## src/design/stsu_pkg.sv

```systemverilog
// Shared types and constants for the sorted table insert/remove/search unit.
// No dependencies; used by the channel interfaces, controller, datapath and top level.
`default_nettype none

package stsu_pkg;

    localparam int CAPACITY_DEF = 64;
    localparam int OP_W         = 2;
    localparam int VALUE_W      = 32;
    localparam int COUNT_OUT_W  = 7;
    localparam int SAT_MAX      = 127;

    typedef enum logic [OP_W-1:0] {
        OP_SEARCH = 2'd0,
        OP_INSERT = 2'd1,
        OP_REMOVE = 2'd2
    } op_t;

    // read address source
    typedef enum logic [2:0] {
        RD_MID    = 3'd0,
        RD_POS    = 3'd1,
        RD_POS_M1 = 3'd2,
        RD_POS_M2 = 3'd3,
        RD_POS_P1 = 3'd4,
        RD_POS_P2 = 3'd5
    } rd_sel_t;

    // write data source, address is always the position register
    typedef enum logic {
        WR_KEY  = 1'b0,
        WR_DATA = 1'b1
    } wr_sel_t;

    typedef struct packed {
        logic    load;
        logic    rd_en;
        rd_sel_t rd_sel;
        logic    wr_en;
        wr_sel_t wr_sel;
        logic    pos_inc;
        logic    pos_dec;
        logic    iter_inc;
        logic    cnt_inc;
        logic    cnt_dec;
        logic    set_found;
        logic    mid_capture;
        logic    lo_up;
        logic    hi_down;
        logic    out_load;
    } cmd_t;

    typedef struct packed {
        logic [OP_W-1:0] op;
        logic            full;
        logic            search_open;
        logic            cmp_eq;
        logic            cmp_lt;
        logic            cmp_gt;
        logic            pos_zero;
        logic            pos_one;
        logic            pos_lt_count;
        logic            pos1_lt_count;
        logic            pos2_lt_count;
        logic            out_busy;
    } status_t;

endpackage

`default_nettype wire

```

## src/design/stsu_req_if.sv

```systemverilog
// Request channel: operation code and key, with valid/ready handshake.
// Depends on stsu_pkg for field widths.
`default_nettype none

interface stsu_req_if;
    logic                                valid;
    logic                                ready;
    logic [stsu_pkg::OP_W-1:0]           operation;
    logic signed [stsu_pkg::VALUE_W-1:0] value;

    modport source (output valid, output operation, output value, input ready);
    modport sink   (input valid, input operation, input value, output ready);
endinterface

`default_nettype wire

```

## src/design/stsu_rsp_if.sv

```systemverilog
// Response channel: iteration count, flags and entry count, with valid/ready handshake.
// Depends on stsu_pkg for field widths.
`default_nettype none

interface stsu_rsp_if;
    logic                              valid;
    logic                              ready;
    logic [stsu_pkg::COUNT_OUT_W-1:0]  iterations;
    logic                              found;
    logic                              dropped;
    logic [stsu_pkg::COUNT_OUT_W-1:0]  entry_count;

    modport source (output valid, output iterations, output found, output dropped,
                    output entry_count, input ready);
    modport sink   (input valid, input iterations, input found, input dropped,
                    input entry_count, output ready);
endinterface

`default_nettype wire

```

## src/design/stsu_ctrl.sv

```systemverilog
// Controller state machine: sequences search probes, insert shifts and remove scan/shift.
// Depends on stsu_pkg for the command and status structs.
`default_nettype none

module stsu_ctrl (
    input  wire logic              clk,
    input  wire logic              rst_n,
    input  wire logic              in_valid,
    output logic                   in_ready,
    input  wire stsu_pkg::status_t status,
    output stsu_pkg::cmd_t         cmd
);

    typedef enum logic [9:0] {
        ST_IDLE      = 10'b0000000001,
        ST_DISPATCH  = 10'b0000000010,
        ST_SR_ISSUE  = 10'b0000000100,
        ST_SR_CMP    = 10'b0000001000,
        ST_INS_ISSUE = 10'b0000010000,
        ST_INS_STEP  = 10'b0000100000,
        ST_RM_ISSUE  = 10'b0001000000,
        ST_RM_SCAN   = 10'b0010000000,
        ST_RM_SHIFT  = 10'b0100000000,
        ST_DONE      = 10'b1000000000
    } state_t;

    state_t state_reg;
    state_t state_next;

    always_ff @(posedge clk or negedge rst_n)
    begin
        if (!rst_n)
        begin
            state_reg <= ST_IDLE;
        end
        else
        begin
            state_reg <= state_next;
        end
    end

    always_comb
    begin
        cmd        = '0;
        cmd.rd_sel = stsu_pkg::RD_POS;
        cmd.wr_sel = stsu_pkg::WR_KEY;
        in_ready   = 1'b0;
        state_next = state_reg;
        case (state_reg)
            ST_IDLE:
            begin
                in_ready = 1'b1;
                if (in_valid)
                begin
                    cmd.load   = 1'b1;
                    state_next = ST_DISPATCH;
                end
            end
            ST_DISPATCH:
            begin
                case (status.op)
                    stsu_pkg::OP_SEARCH: state_next = ST_SR_ISSUE;
                    stsu_pkg::OP_INSERT: state_next = status.full ? ST_DONE : ST_INS_ISSUE;
                    stsu_pkg::OP_REMOVE: state_next = ST_RM_ISSUE;
                    default:             state_next = ST_DONE;
                endcase
            end
            ST_SR_ISSUE:
            begin
                if (status.search_open)
                begin
                    cmd.rd_en       = 1'b1;
                    cmd.rd_sel      = stsu_pkg::RD_MID;
                    cmd.mid_capture = 1'b1;
                    cmd.iter_inc    = 1'b1;
                    state_next      = ST_SR_CMP;
                end
                else
                begin
                    state_next = ST_DONE;
                end
            end
            ST_SR_CMP:
            begin
                if (status.cmp_eq)
                begin
                    cmd.set_found = 1'b1;
                    state_next    = ST_DONE;
                end
                else if (status.cmp_lt)
                begin
                    cmd.lo_up  = 1'b1;
                    state_next = ST_SR_ISSUE;
                end
                else
                begin
                    cmd.hi_down = 1'b1;
                    state_next  = ST_SR_ISSUE;
                end
            end
            ST_INS_ISSUE:
            begin
                if (status.pos_zero)
                begin
                    cmd.wr_en   = 1'b1;
                    cmd.wr_sel  = stsu_pkg::WR_KEY;
                    cmd.cnt_inc = 1'b1;
                    state_next  = ST_DONE;
                end
                else
                begin
                    cmd.rd_en  = 1'b1;
                    cmd.rd_sel = stsu_pkg::RD_POS_M1;
                    state_next = ST_INS_STEP;
                end
            end
            ST_INS_STEP:
            begin
                // read data holds the entry just below pos
                if (status.cmp_gt)
                begin
                    cmd.wr_en    = 1'b1;
                    cmd.wr_sel   = stsu_pkg::WR_DATA;
                    cmd.pos_dec  = 1'b1;
                    cmd.iter_inc = 1'b1;
                    if (status.pos_one)
                    begin
                        state_next = ST_INS_ISSUE;
                    end
                    else
                    begin
                        cmd.rd_en  = 1'b1;
                        cmd.rd_sel = stsu_pkg::RD_POS_M2;
                    end
                end
                else
                begin
                    cmd.wr_en   = 1'b1;
                    cmd.wr_sel  = stsu_pkg::WR_KEY;
                    cmd.cnt_inc = 1'b1;
                    state_next  = ST_DONE;
                end
            end
            ST_RM_ISSUE:
            begin
                if (status.pos_lt_count)
                begin
                    cmd.rd_en  = 1'b1;
                    cmd.rd_sel = stsu_pkg::RD_POS;
                    state_next = ST_RM_SCAN;
                end
                else
                begin
                    state_next = ST_DONE;
                end
            end
            ST_RM_SCAN:
            begin
                if (status.cmp_eq)
                begin
                    cmd.set_found = 1'b1;
                    if (status.pos1_lt_count)
                    begin
                        cmd.rd_en  = 1'b1;
                        cmd.rd_sel = stsu_pkg::RD_POS_P1;
                        state_next = ST_RM_SHIFT;
                    end
                    else
                    begin
                        cmd.cnt_dec = 1'b1;
                        state_next  = ST_DONE;
                    end
                end
                else if (status.cmp_lt && status.pos1_lt_count)
                begin
                    cmd.rd_en   = 1'b1;
                    cmd.rd_sel  = stsu_pkg::RD_POS_P1;
                    cmd.pos_inc = 1'b1;
                end
                else
                begin
                    // past the key in sorted order or end of table: no match
                    state_next = ST_DONE;
                end
            end
            ST_RM_SHIFT:
            begin
                cmd.wr_en    = 1'b1;
                cmd.wr_sel   = stsu_pkg::WR_DATA;
                cmd.pos_inc  = 1'b1;
                cmd.iter_inc = 1'b1;
                if (status.pos2_lt_count)
                begin
                    cmd.rd_en  = 1'b1;
                    cmd.rd_sel = stsu_pkg::RD_POS_P2;
                end
                else
                begin
                    cmd.cnt_dec = 1'b1;
                    state_next  = ST_DONE;
                end
            end
            ST_DONE:
            begin
                if (!status.out_busy)
                begin
                    cmd.out_load = 1'b1;
                    state_next   = ST_IDLE;
                end
            end
            default:
            begin
                state_next = ST_IDLE;
            end
        endcase
    end

endmodule

`default_nettype wire

```

## src/design/stsu_dp.sv

```systemverilog
// Datapath: table memory, count, search bounds, position/iteration counters, output register.
// Depends on stsu_pkg for the command and status structs and field widths.
`default_nettype none

module stsu_dp #(
    parameter int CAPACITY = stsu_pkg::CAPACITY_DEF
) (
    input  wire logic                                clk,
    input  wire logic                                rst_n,
    input  wire stsu_pkg::cmd_t                      cmd,
    output stsu_pkg::status_t                        status,
    input  wire logic [stsu_pkg::OP_W-1:0]           in_operation,
    input  wire logic signed [stsu_pkg::VALUE_W-1:0] in_value,
    output logic                                     out_valid,
    input  wire logic                                out_ready,
    output logic [stsu_pkg::COUNT_OUT_W-1:0]         out_iterations,
    output logic                                     out_found,
    output logic                                     out_dropped,
    output logic [stsu_pkg::COUNT_OUT_W-1:0]         out_entry_count
);

    localparam int ADDR_W = $clog2(CAPACITY);
    localparam int CNT_W  = $clog2(CAPACITY + 1);
    localparam int SUM_W  = CNT_W + 1;

    logic signed [stsu_pkg::VALUE_W-1:0] mem [CAPACITY];
    logic signed [stsu_pkg::VALUE_W-1:0] rd_data_reg;
    logic signed [stsu_pkg::VALUE_W-1:0] key_reg;
    logic [stsu_pkg::OP_W-1:0]           op_reg;

    logic [CNT_W-1:0] count_reg, count_next;
    logic [CNT_W-1:0] pos_reg, pos_next;
    logic [CNT_W-1:0] iter_reg, iter_next;
    logic [CNT_W-1:0] lo_reg, lo_next;
    logic [CNT_W-1:0] hi1_reg, hi1_next;   // exclusive upper bound
    logic [CNT_W-1:0] mid_reg;
    logic             found_reg, found_next;
    logic             dropped_reg, dropped_next;
    logic             out_valid_reg, out_valid_next;

    logic [stsu_pkg::COUNT_OUT_W-1:0] out_iter_reg;
    logic [stsu_pkg::COUNT_OUT_W-1:0] out_count_reg;
    logic                             out_found_reg;
    logic                             out_dropped_reg;

    logic [SUM_W-1:0]  mid_sum;
    logic [CNT_W-1:0]  mid;
    logic [SUM_W-1:0]  rd_idx;
    logic [ADDR_W-1:0] rd_addr;
    logic [ADDR_W-1:0] wr_addr;
    logic signed [stsu_pkg::VALUE_W-1:0] wr_data;
    logic              full;
    logic              is_insert;

    function automatic logic [stsu_pkg::COUNT_OUT_W-1:0] sat7(input logic [CNT_W-1:0] x);
        logic [31:0] wide;
        wide = 32'(x);
        return (wide > 32'(stsu_pkg::SAT_MAX)) ? stsu_pkg::COUNT_OUT_W'(stsu_pkg::SAT_MAX)
                                               : stsu_pkg::COUNT_OUT_W'(x);
    endfunction

    assign full      = (count_reg == CNT_W'(CAPACITY));
    assign is_insert = (in_operation == stsu_pkg::OP_INSERT);

    // floor((lo + hi) / 2) with hi = hi1 - 1; only used while lo < hi1
    assign mid_sum = SUM_W'(lo_reg) + SUM_W'(hi1_reg) - SUM_W'(1);
    assign mid     = mid_sum[CNT_W:1];

    always_comb
    begin
        case (cmd.rd_sel)
            stsu_pkg::RD_MID:    rd_idx = SUM_W'(mid);
            stsu_pkg::RD_POS:    rd_idx = SUM_W'(pos_reg);
            stsu_pkg::RD_POS_M1: rd_idx = SUM_W'(pos_reg) - SUM_W'(1);
            stsu_pkg::RD_POS_M2: rd_idx = SUM_W'(pos_reg) - SUM_W'(2);
            stsu_pkg::RD_POS_P1: rd_idx = SUM_W'(pos_reg) + SUM_W'(1);
            stsu_pkg::RD_POS_P2: rd_idx = SUM_W'(pos_reg) + SUM_W'(2);
            default:             rd_idx = SUM_W'(pos_reg);
        endcase
    end

    assign rd_addr = rd_idx[ADDR_W-1:0];
    assign wr_addr = pos_reg[ADDR_W-1:0];
    assign wr_data = (cmd.wr_sel == stsu_pkg::WR_DATA) ? rd_data_reg : key_reg;

    always_ff @(posedge clk)
    begin
        if (cmd.wr_en)
        begin
            mem[wr_addr] <= wr_data;
        end
        if (cmd.rd_en)
        begin
            rd_data_reg <= mem[rd_addr];
        end
    end

    always_ff @(posedge clk)
    begin
        if (cmd.load)
        begin
            key_reg <= in_value;
            op_reg  <= in_operation;
        end
        if (cmd.mid_capture)
        begin
            mid_reg <= mid;
        end
        if (cmd.out_load)
        begin
            out_iter_reg    <= sat7(iter_reg);
            out_count_reg   <= sat7(count_reg);
            out_found_reg   <= found_reg;
            out_dropped_reg <= dropped_reg;
        end
    end

    always_comb
    begin
        count_next     = count_reg;
        pos_next       = pos_reg;
        iter_next      = iter_reg;
        lo_next        = lo_reg;
        hi1_next       = hi1_reg;
        found_next     = found_reg;
        dropped_next   = dropped_reg;
        out_valid_next = out_valid_reg;

        if (cmd.load)
        begin
            pos_next     = is_insert ? count_reg : '0;
            iter_next    = (is_insert && !full) ? CNT_W'(1) : '0;
            lo_next      = '0;
            hi1_next     = count_reg;
            found_next   = 1'b0;
            dropped_next = is_insert && full;
        end
        if (cmd.pos_inc)
        begin
            pos_next = pos_reg + CNT_W'(1);
        end
        if (cmd.pos_dec)
        begin
            pos_next = pos_reg - CNT_W'(1);
        end
        if (cmd.iter_inc)
        begin
            iter_next = iter_reg + CNT_W'(1);
        end
        if (cmd.cnt_inc)
        begin
            count_next = count_reg + CNT_W'(1);
        end
        if (cmd.cnt_dec)
        begin
            count_next = count_reg - CNT_W'(1);
        end
        if (cmd.set_found)
        begin
            found_next = 1'b1;
        end
        if (cmd.lo_up)
        begin
            lo_next = mid_reg + CNT_W'(1);
        end
        if (cmd.hi_down)
        begin
            hi1_next = mid_reg;
        end
        if (cmd.out_load)
        begin
            out_valid_next = 1'b1;
        end
        else if (out_ready)
        begin
            out_valid_next = 1'b0;
        end
    end

    always_ff @(posedge clk or negedge rst_n)
    begin
        if (!rst_n)
        begin
            count_reg     <= '0;
            pos_reg       <= '0;
            iter_reg      <= '0;
            lo_reg        <= '0;
            hi1_reg       <= '0;
            found_reg     <= 1'b0;
            dropped_reg   <= 1'b0;
            out_valid_reg <= 1'b0;
        end
        else
        begin
            count_reg     <= count_next;
            pos_reg       <= pos_next;
            iter_reg      <= iter_next;
            lo_reg        <= lo_next;
            hi1_reg       <= hi1_next;
            found_reg     <= found_next;
            dropped_reg   <= dropped_next;
            out_valid_reg <= out_valid_next;
        end
    end

    always_comb
    begin
        status.op            = op_reg;
        status.full          = full;
        status.search_open   = (lo_reg < hi1_reg);
        status.cmp_eq        = (rd_data_reg == key_reg);
        status.cmp_lt        = (rd_data_reg < key_reg);
        status.cmp_gt        = (rd_data_reg > key_reg);
        status.pos_zero      = (pos_reg == '0);
        status.pos_one       = (pos_reg == CNT_W'(1));
        status.pos_lt_count  = (pos_reg < count_reg);
        status.pos1_lt_count = ((SUM_W'(pos_reg) + SUM_W'(1)) < SUM_W'(count_reg));
        status.pos2_lt_count = ((SUM_W'(pos_reg) + SUM_W'(2)) < SUM_W'(count_reg));
        status.out_busy      = out_valid_reg && !out_ready;
    end

    assign out_valid       = out_valid_reg;
    assign out_iterations  = out_iter_reg;
    assign out_found       = out_found_reg;
    assign out_dropped     = out_dropped_reg;
    assign out_entry_count = out_count_reg;

endmodule

`default_nettype wire

```

## src/design/sorted_table_insert_remove_search_unit.sv

```systemverilog
// Sorted table unit: ascending table of signed 32-bit keys with search, insert and remove.
//
// Channels: req (sink) carries operation and value; rsp (source) carries iterations,
// found, dropped and entry_count. A transaction completes when valid and ready are high
// at a rising edge of clk. Every request yields exactly one response, in order.
// One request is worked on at a time; req.ready is high only while the unit is idle.
// Per operation:
//   search: one binary-search probe after another, bounded by the registered memory read
//           feeding each compare
//   insert: one entry moved per cycle through the single memory read/write port pair
//   remove: a scan for the key, then a shift of the entries above it, again one entry per cycle
// The next request is taken in the cycle the previous response turns valid.
// The response sits in an output register: the next request is taken while it waits,
// and a stalled receiver only holds the unit once a second response is ready.
// Reset (rst_n, asynchronous, active low) empties the table by clearing the count;
// table memory is not cleared, entries at or above the count are never read.
`default_nettype none

module sorted_table_insert_remove_search_unit #(
    parameter int CAPACITY = stsu_pkg::CAPACITY_DEF
) (
    input wire logic   clk,
    input wire logic   rst_n,
    stsu_req_if.sink   req,
    stsu_rsp_if.source rsp
);

    stsu_pkg::cmd_t    cmd;
    stsu_pkg::status_t status;
    logic              in_ready;

    assign req.ready = in_ready;

    stsu_ctrl u_ctrl (
        .clk      (clk),
        .rst_n    (rst_n),
        .in_valid (req.valid),
        .in_ready (in_ready),
        .status   (status),
        .cmd      (cmd)
    );

    stsu_dp #(
        .CAPACITY (CAPACITY)
    ) u_dp (
        .clk             (clk),
        .rst_n           (rst_n),
        .cmd             (cmd),
        .status          (status),
        .in_operation    (req.operation),
        .in_value        (req.value),
        .out_valid       (rsp.valid),
        .out_ready       (rsp.ready),
        .out_iterations  (rsp.iterations),
        .out_found       (rsp.found),
        .out_dropped     (rsp.dropped),
        .out_entry_count (rsp.entry_count)
    );

`ifndef ASSERT_OFF
    // an accepted request keeps the unit busy on the following cycle
    assert property (@(posedge clk) disable iff (!rst_n) cmd.load |=> !req.ready)
        else $error("request accepted while previous one still in progress");

    // the table never grows past its capacity
    assert property (@(posedge clk) disable iff (!rst_n) cmd.cnt_inc |-> !status.full)
        else $error("insert on a full table");

    // a response is loaded only into a free or draining output register
    assert property (@(posedge clk) disable iff (!rst_n)
        cmd.out_load |-> (!rsp.valid || rsp.ready))
        else $error("response overwritten before it was taken");

    // insert never reports a match, so found and dropped are exclusive
    assert property (@(posedge clk) disable iff (!rst_n) rsp.valid |-> !(rsp.found && rsp.dropped))
        else $error("found and dropped both set");
`endif

endmodule

`default_nettype wire

```

## src/flat_wrapper.sv

```systemverilog
// flat-port wrapper written by rule: the top's interface ports become plain ports
module sorted_table_insert_remove_search_unit_flat 
#(
    parameter int CAPACITY = stsu_pkg::CAPACITY_DEF
)
  (clk, rst_n, req_valid, req_operation, req_value, req_ready, rsp_valid, rsp_iterations, rsp_found, rsp_dropped, rsp_entry_count, rsp_ready);
  stsu_req_if req_i ();
  stsu_rsp_if rsp_i ();
  input wire logic clk;
  input wire logic rst_n;
  input wire logic [$bits(req_i.valid)-1:0] req_valid;
  input wire logic [$bits(req_i.operation)-1:0] req_operation;
  input wire logic [$bits(req_i.value)-1:0] req_value;
  output wire logic [$bits(req_i.ready)-1:0] req_ready;
  output wire logic [$bits(rsp_i.valid)-1:0] rsp_valid;
  output wire logic [$bits(rsp_i.iterations)-1:0] rsp_iterations;
  output wire logic [$bits(rsp_i.found)-1:0] rsp_found;
  output wire logic [$bits(rsp_i.dropped)-1:0] rsp_dropped;
  output wire logic [$bits(rsp_i.entry_count)-1:0] rsp_entry_count;
  input wire logic [$bits(rsp_i.ready)-1:0] rsp_ready;
  assign req_i.valid = req_valid;
  assign req_i.operation = req_operation;
  assign req_i.value = req_value;
  assign req_ready = req_i.ready;
  assign rsp_valid = rsp_i.valid;
  assign rsp_iterations = rsp_i.iterations;
  assign rsp_found = rsp_i.found;
  assign rsp_dropped = rsp_i.dropped;
  assign rsp_entry_count = rsp_i.entry_count;
  assign rsp_i.ready = rsp_ready;
  sorted_table_insert_remove_search_unit #(.CAPACITY(CAPACITY)) u_core (.clk(clk), .rst_n(rst_n), .req(req_i), .rsp(rsp_i));
endmodule
```

## config.mk

```make
export PLATFORM = sky130hd
export DESIGN_NAME = sorted_table_insert_remove_search_unit_flat
export DESIGN_NICKNAME = d
export VERILOG_FILES = /design/src/design/stsu_pkg.sv /design/src/design/stsu_req_if.sv /design/src/design/stsu_rsp_if.sv /design/src/design/stsu_ctrl.sv /design/src/design/stsu_dp.sv /design/src/design/sorted_table_insert_remove_search_unit.sv /design/src/flat_wrapper.sv
export SDC_FILE = /design/constraint.sdc
export NUM_CORES = 2
export LEC_CHECK = 0
export BUFFER_PORTS_ARGS = -buffer_cell sky130_fd_sc_hd__buf_2
export CORE_MARGIN = 4
export CORE_UTILIZATION = 44
export DETAILED_ROUTE_END_ITERATION = 16
export PLACE_DENSITY = 0.58
export SLEW_MARGIN = 10
export SYNTH_ARGS = -nofsm -noshare
export SYNTH_HDL_FRONTEND = slang
export SYNTH_HIERARCHICAL = 1
export SYNTH_SLANG_ARGS = --single-unit
```

## constraint.sdc

```tcl
create_clock -name clk -period 7.6 [get_ports clk]
set_input_delay 1.52 -clock clk [delete_from_list [all_inputs] [get_ports clk]]
set_output_delay 1.52 -clock clk [all_outputs]
set_load 0.03 [all_outputs]
```

=== Yosys cells after proc, flatten, opt, wreduce, memory -nomap -nowiden ===
Memory sizes are Yosys's and may differ from the RTL's. A register that Yosys moved wholly into a read port is not among the register bits.
Index checks and enable logic that the tools add are counted.

* Flip-flop bits (word level): 105
* RAM bits: 2048
* Input port bits: 38
* Output and inout port bits: 18
* Word-level logic and storage cells: 152
* Memories: 1

{| class="wikitable"
|+ Memories
! memory !! depth !! bits a word !! read ports !! clocked after memory_dff !! wr ports !! line !! RTL
|-
| u_core.u_dp.mem || 64 || 32 || 1 || 1 || 1 || stsu_dp.sv:26 || <nowiki>logic signed [stsu_pkg::VALUE_W-1:0] mem [CAPACITY];</nowiki>
|}

* Add/subtract/negate cells: 12
* Order comparisons: 6
* Eq/ne operators: 25
* Muxes and demuxes: 75
* Reduce and logical (&&, ||, !) cells: 17

{| class="wikitable"
|+ Operator list
! kind !! count
|-
| $mux W10 || 13
|-
| $pmux W10 S10 || 1
|-
| $mux W7 || 12
|-
| $mux W4 || 9
|-
| $eq A32 B32 Y1 || 1
|-
| $gt A32 B32 Y1 || 1
|-
| $lt A32 B32 Y1 || 1
|-
| $mux W32 || 1
|-
| $pmux W10 S3 || 1
|-
| $pmux W6 S5 || 1
|-
| $add A7 B1 Y7 const B || 4
|-
| $mux W1 || 25
|-
| $pmux W4 S6 || 1
|-
| $lt A8 B7 Y1 || 2
|-
| $lt A7 B7 Y1 || 2
|-
| $sub A7 B1 Y7 const B || 2
|-
| $reduce_bool A2 Y1 || 6
|-
| $eq A10 B1 Y1 const B || 1
|-
| $eq A10 B10 Y1 const B || 1
|-
| $eq A10 B2 Y1 const B || 1
|-
| $eq A10 B3 Y1 const B || 1
|-
| $eq A10 B4 Y1 const B || 1
|-
| $eq A10 B5 Y1 const B || 1
|-
| $eq A10 B6 Y1 const B || 1
|-
| other kinds (29) || 45
|}

=== Longest topological paths before layout ===
* Depth after elaboration: 8
* Depth in mapped cells: 28

=== Cells and area by module ===
The synthesis kept the hierarchy.

{| class="wikitable"
|+ By module, submodules not included
! module !! times used !! cells each !! area an instance (µm²) !! seq. area each (µm²)
|-
| stsu_dp || 1 || 5306 || 87617.8 || 65122.5
|-
| stsu_ctrl || 1 || 120 || 949.7 || 251.5
|}

=== Least setup slack after synthesis ===
Ideal clock, no wire load.

* Path type: register to register
* Start: register u_core/u_dp/rd_data_reg[19] in the netlist's numbering (read register of u_core.u_dp.mem)
* End: memory u_core/u_dp/mem[0][4] in the netlist's numbering, data pin
* Arrival: 5.165 ns
* Data required time: 6.898 ns
* Path slack: 1.733 ns
* Stages on the path, launching flop included: 13
* Path buffers: 2
* Cell sequence: edfxtp_1 > ha_1 > nand4_1 > or2_2 > nor3_1 > inv_1 > nor3_1 > a211oi_1 > nand2_1 > o21ai_0 > clkbuf_1 > clkbuf_1 > o21ai_0

{| class="wikitable"
|+ RTL lines
! item !! line !! RTL
|-
| start, declared || stsu_dp.sv:27 || <nowiki>logic signed [stsu_pkg::VALUE_W-1:0] rd_data_reg;</nowiki>
|-
| end, declared || stsu_dp.sv:26 ||
|}

==> out/qor.yml <==
drive_above_1_share_pct: 15.9
syn2layout_area_growth_pct: 14.0
numCtsBuffers: 218
synth_top_area_cell: "edfxtp_1"
final.setup_skew_ns: 0.0517
yosysSeqAreaShare_pct: 73.8
ios: 56
synthesis.instances: 5426
grt.met1_usage_pct: 32.0
syn_nets: 5550
io_buffers: 55
fillers: 16400
critical_path_class: "register to register"
endpoint_kind: "register"
cts-root-buf: "clkbuf_16"
grt_pass1_vias: 48400
dr_total_vias: 50200
worstPathRequired_ns: 8.17
cpPeakStageDelay_ns: 0.89
cap_violations: 0
arrival_ns: 7.83
endpoint: "u_core/u_dp/rd_data_reg[16]"
timing.final.crit_period_ns: 7.26
coreArea_mm2: 0.200
setup_tns_ns: 0
gr-usage-all-layers_pct: 22.7
finalCritPeriodShare_pct: 95.5
dieArea_mm2: 0.209
reg2regPathDepth: 23
hold_class: "register to register"
p_leak_uw: 0.0330
post_drt_wl_per_cell_um: 28.7
powerDensity_mw_per_mm2: 340
clock_latency_ns: 0.86
overflow: 0
crit_chain: "ha_1 > nand4_1 > or2_2 > nor3_1 > nand2_1 > a21o_1 > and2_1 > a211oi_1 > nand2_1 > a2bb2oi_1 > nor2_1 > buf_4 > nor2b_1 > a221oi_2 > o22ai_4 > buf_4 > buf_12 > buf_12 > mux2_2 > nand2_1 > a21oi_1 > a22oi_1 > nand4_1"
synth_edf_count: 2137
placed_cell_area_mm2: 0.0938
place_hpwl_mm: 142
gr-usage-met2_pct: 35.4
cpMaxStageDelayCell: "a211oi_1"
rrSetupSlack_ns: 0.34
rows: 164
die_y_um: 457
total_power_uw: 34300
fp.dieW_um: 457
tritoncts: "built"
rr_startpoint: "u_core/u_dp/rd_data_reg[18]"
largest_reg_flops: 2048
ant_nets: 0
syn_area_mm2: 0.0886
cts_sinks: 2185
start_kind: "register"
drt-initial-drc-count: 5282
relSlewSlack_pct: 16.6
wirelength_mm: 243
viasPerCell: 5.92
grt-busiest-layer: "met2"
final_common_cell: "edfxtp_1"
cts.clk_slew.worst_paths_ns: 0.06
ys_seq_elements: 2185
finalMaxSlewViolations: 0
avgSynthCellArea_um2: 16.3
initial_core_util_pct: 44.3
num-nets-final: 5753
fmax_mhz: 138
dp_cells: 8053
cts.path.max_buffers: 3
reg2reg_to: "u_core/u_dp/rd_data_reg[16]"
crit_fanout: 41
instances_no_fill: 8470
grt_antenna_before_repair: 23
drc: 0
ys.flop_type: "edfxtp_1"
final_cell_mix: "edfxtp_1, mux2i_1, nand2_1, clkbuf_16, buf_4"
rsz0062_at_grt: "no"
htreeDepth: 4
final_cell_area_mm2: 0.101
status: "finished, final reports clean"
synth.distinct_cells: 88
async_reset_ff_share_pct: 2.20
drt-pass1-iter-count: 6
met3_usage_pct: 4.00
hold_viol_final: 0
gp_congestion: 0.860
grt_max_degree: 107
crit_top_cell: "nand2_1"
hold_buffers: 0
yosys_warnings: 6
grt_pass1_wl_mm: 346
setup_viol: 0
max-vdd-ir-drop_mv: 0.234
synth_top_area_share_pct: 72.5
crit_path_start: "u_core/u_dp/rd_data_reg[18]"
yosys-top-cells-area: "edfxtp_1, mux2i_1, nand2_1"
worst_pin_slew_ns: 1.25
==> what timing repair did <==
item                                    in CTS  in global routing
endpoints found under the setup margin       0                 11
resized for setup                            0                 14
buffers inserted                             0                  3
==> metal layers <==
| layer | vias up | wire (um) |
|---|---|---|
| met3 | 353 | 18000 |
| met1 | 26100 | 104000 |
| met5 | - | 0 |
| li1 | 21800 | - |
| met2 | 1926 | 111000 |
| met4 | 0 | 9130 |
==> critical path: cells and delay by family (launching register included) <==
family                     cells  cell delay, ns
and+or+nand+nor               10            1.96
buffers and inverters          4            1.09
muxes                          1            0.34
DFF                            1            0.51
adders and majority gates      1            0.35
AOI/OAI and AO/OA              7            2.65
==> area by class of cell <==
class	count	area, um2	area share [%]
Clock buffer	270	5720	5.67
Clock inverter	131	1130	1.12
Multi-Input combinational cell	2829	22400	22.2
Antenna cell	4	10.0	0.00991
Timing Repair Buffer	310	2740	2.72
Inverter	85	320	0.317
Sequential cell	2185	65400	64.7
Tap cell	2656	3320	3.29
==> cell usage after synthesis (9+ instances only) <==
cell and number:
buf_2 135, mux2_2 159, o31ai_1 11, or3_1 11
or2_2 10, inv_1 83, a32oi_1 34, nor2_1 105
a22oi_1 96, nand4_1 47, a32o_1 160, xnor2_1 22
a221oi_1 159, buf_1 19, nor3_1 9, edfxtp_1 2137
a211oi_1 10, buf_4 33, a2bb2oi_1 34, o21a_1 9
a221o_1 32, nor2b_1 19, o21ai_0 101, nand2b_1 17
ha_1 84, mux2i_1 710, nand2_1 630, clkbuf_1 135
a21oi_1 164, a21o_1 23, nand3_1 35, nand3b_1 9
o211ai_1 9, dfrtp_1 47, and3_1 9
==> how the worst min path moves through the flow <==
stage | end | cells after the start | from
global route | u_core/u_dp/out_found | 0 | u_core/u_dp/found_reg
CTS | u_core/u_dp/out_found | 0 | u_core/u_dp/found_reg
floorplan | u_core/u_dp/out_entry_count[0] | 0 | u_core/u_dp/count_reg[0]
detailed placement | u_core/u_dp/out_found | 0 | u_core/u_dp/found_reg
finish | u_core/u_dp/out_found | 0 | u_core/u_dp/found_reg
global placement | u_core/u_dp/out_found | 0 | u_core/u_dp/found_reg
==> power breakdown <==
part	internal (uW)	switching [uW]
logic	3330	6570
registers	14000	74.9
clock network	5760	4550
total	23100	11200
==> logic make-up (layout without fill, tap and decap cells) <==
logic type                 after synthesis  after routing  share of synthesized area [%]
DFF                                   2185           2185                           73.8
and+or+nand+nor                        951            951                           4.74
AOI/OAI and AO/OA                      892            893                           7.74
muxes                                  872            872                           10.1
buffers and inverters                  413            796                           2.12
adders and majority gates               86             86                           1.23
xor gates and xnor gates                27             27                          0.267
other                                    0              4                              0
==> stage by stage <==
step	hold slack, ns	util (%)	worst slack (ns)
after global routing	0.476	50.5	0.00330
final	0.455	50.5	0.342
after global placement	0.441	46.9	0.231
after detailed placement	0.446	46.9	0.133
after CTS	0.459	50.3	0.122
after floorplan	0.423	-	1.73
Note: power is estimated with default switching activity, not from simulation.
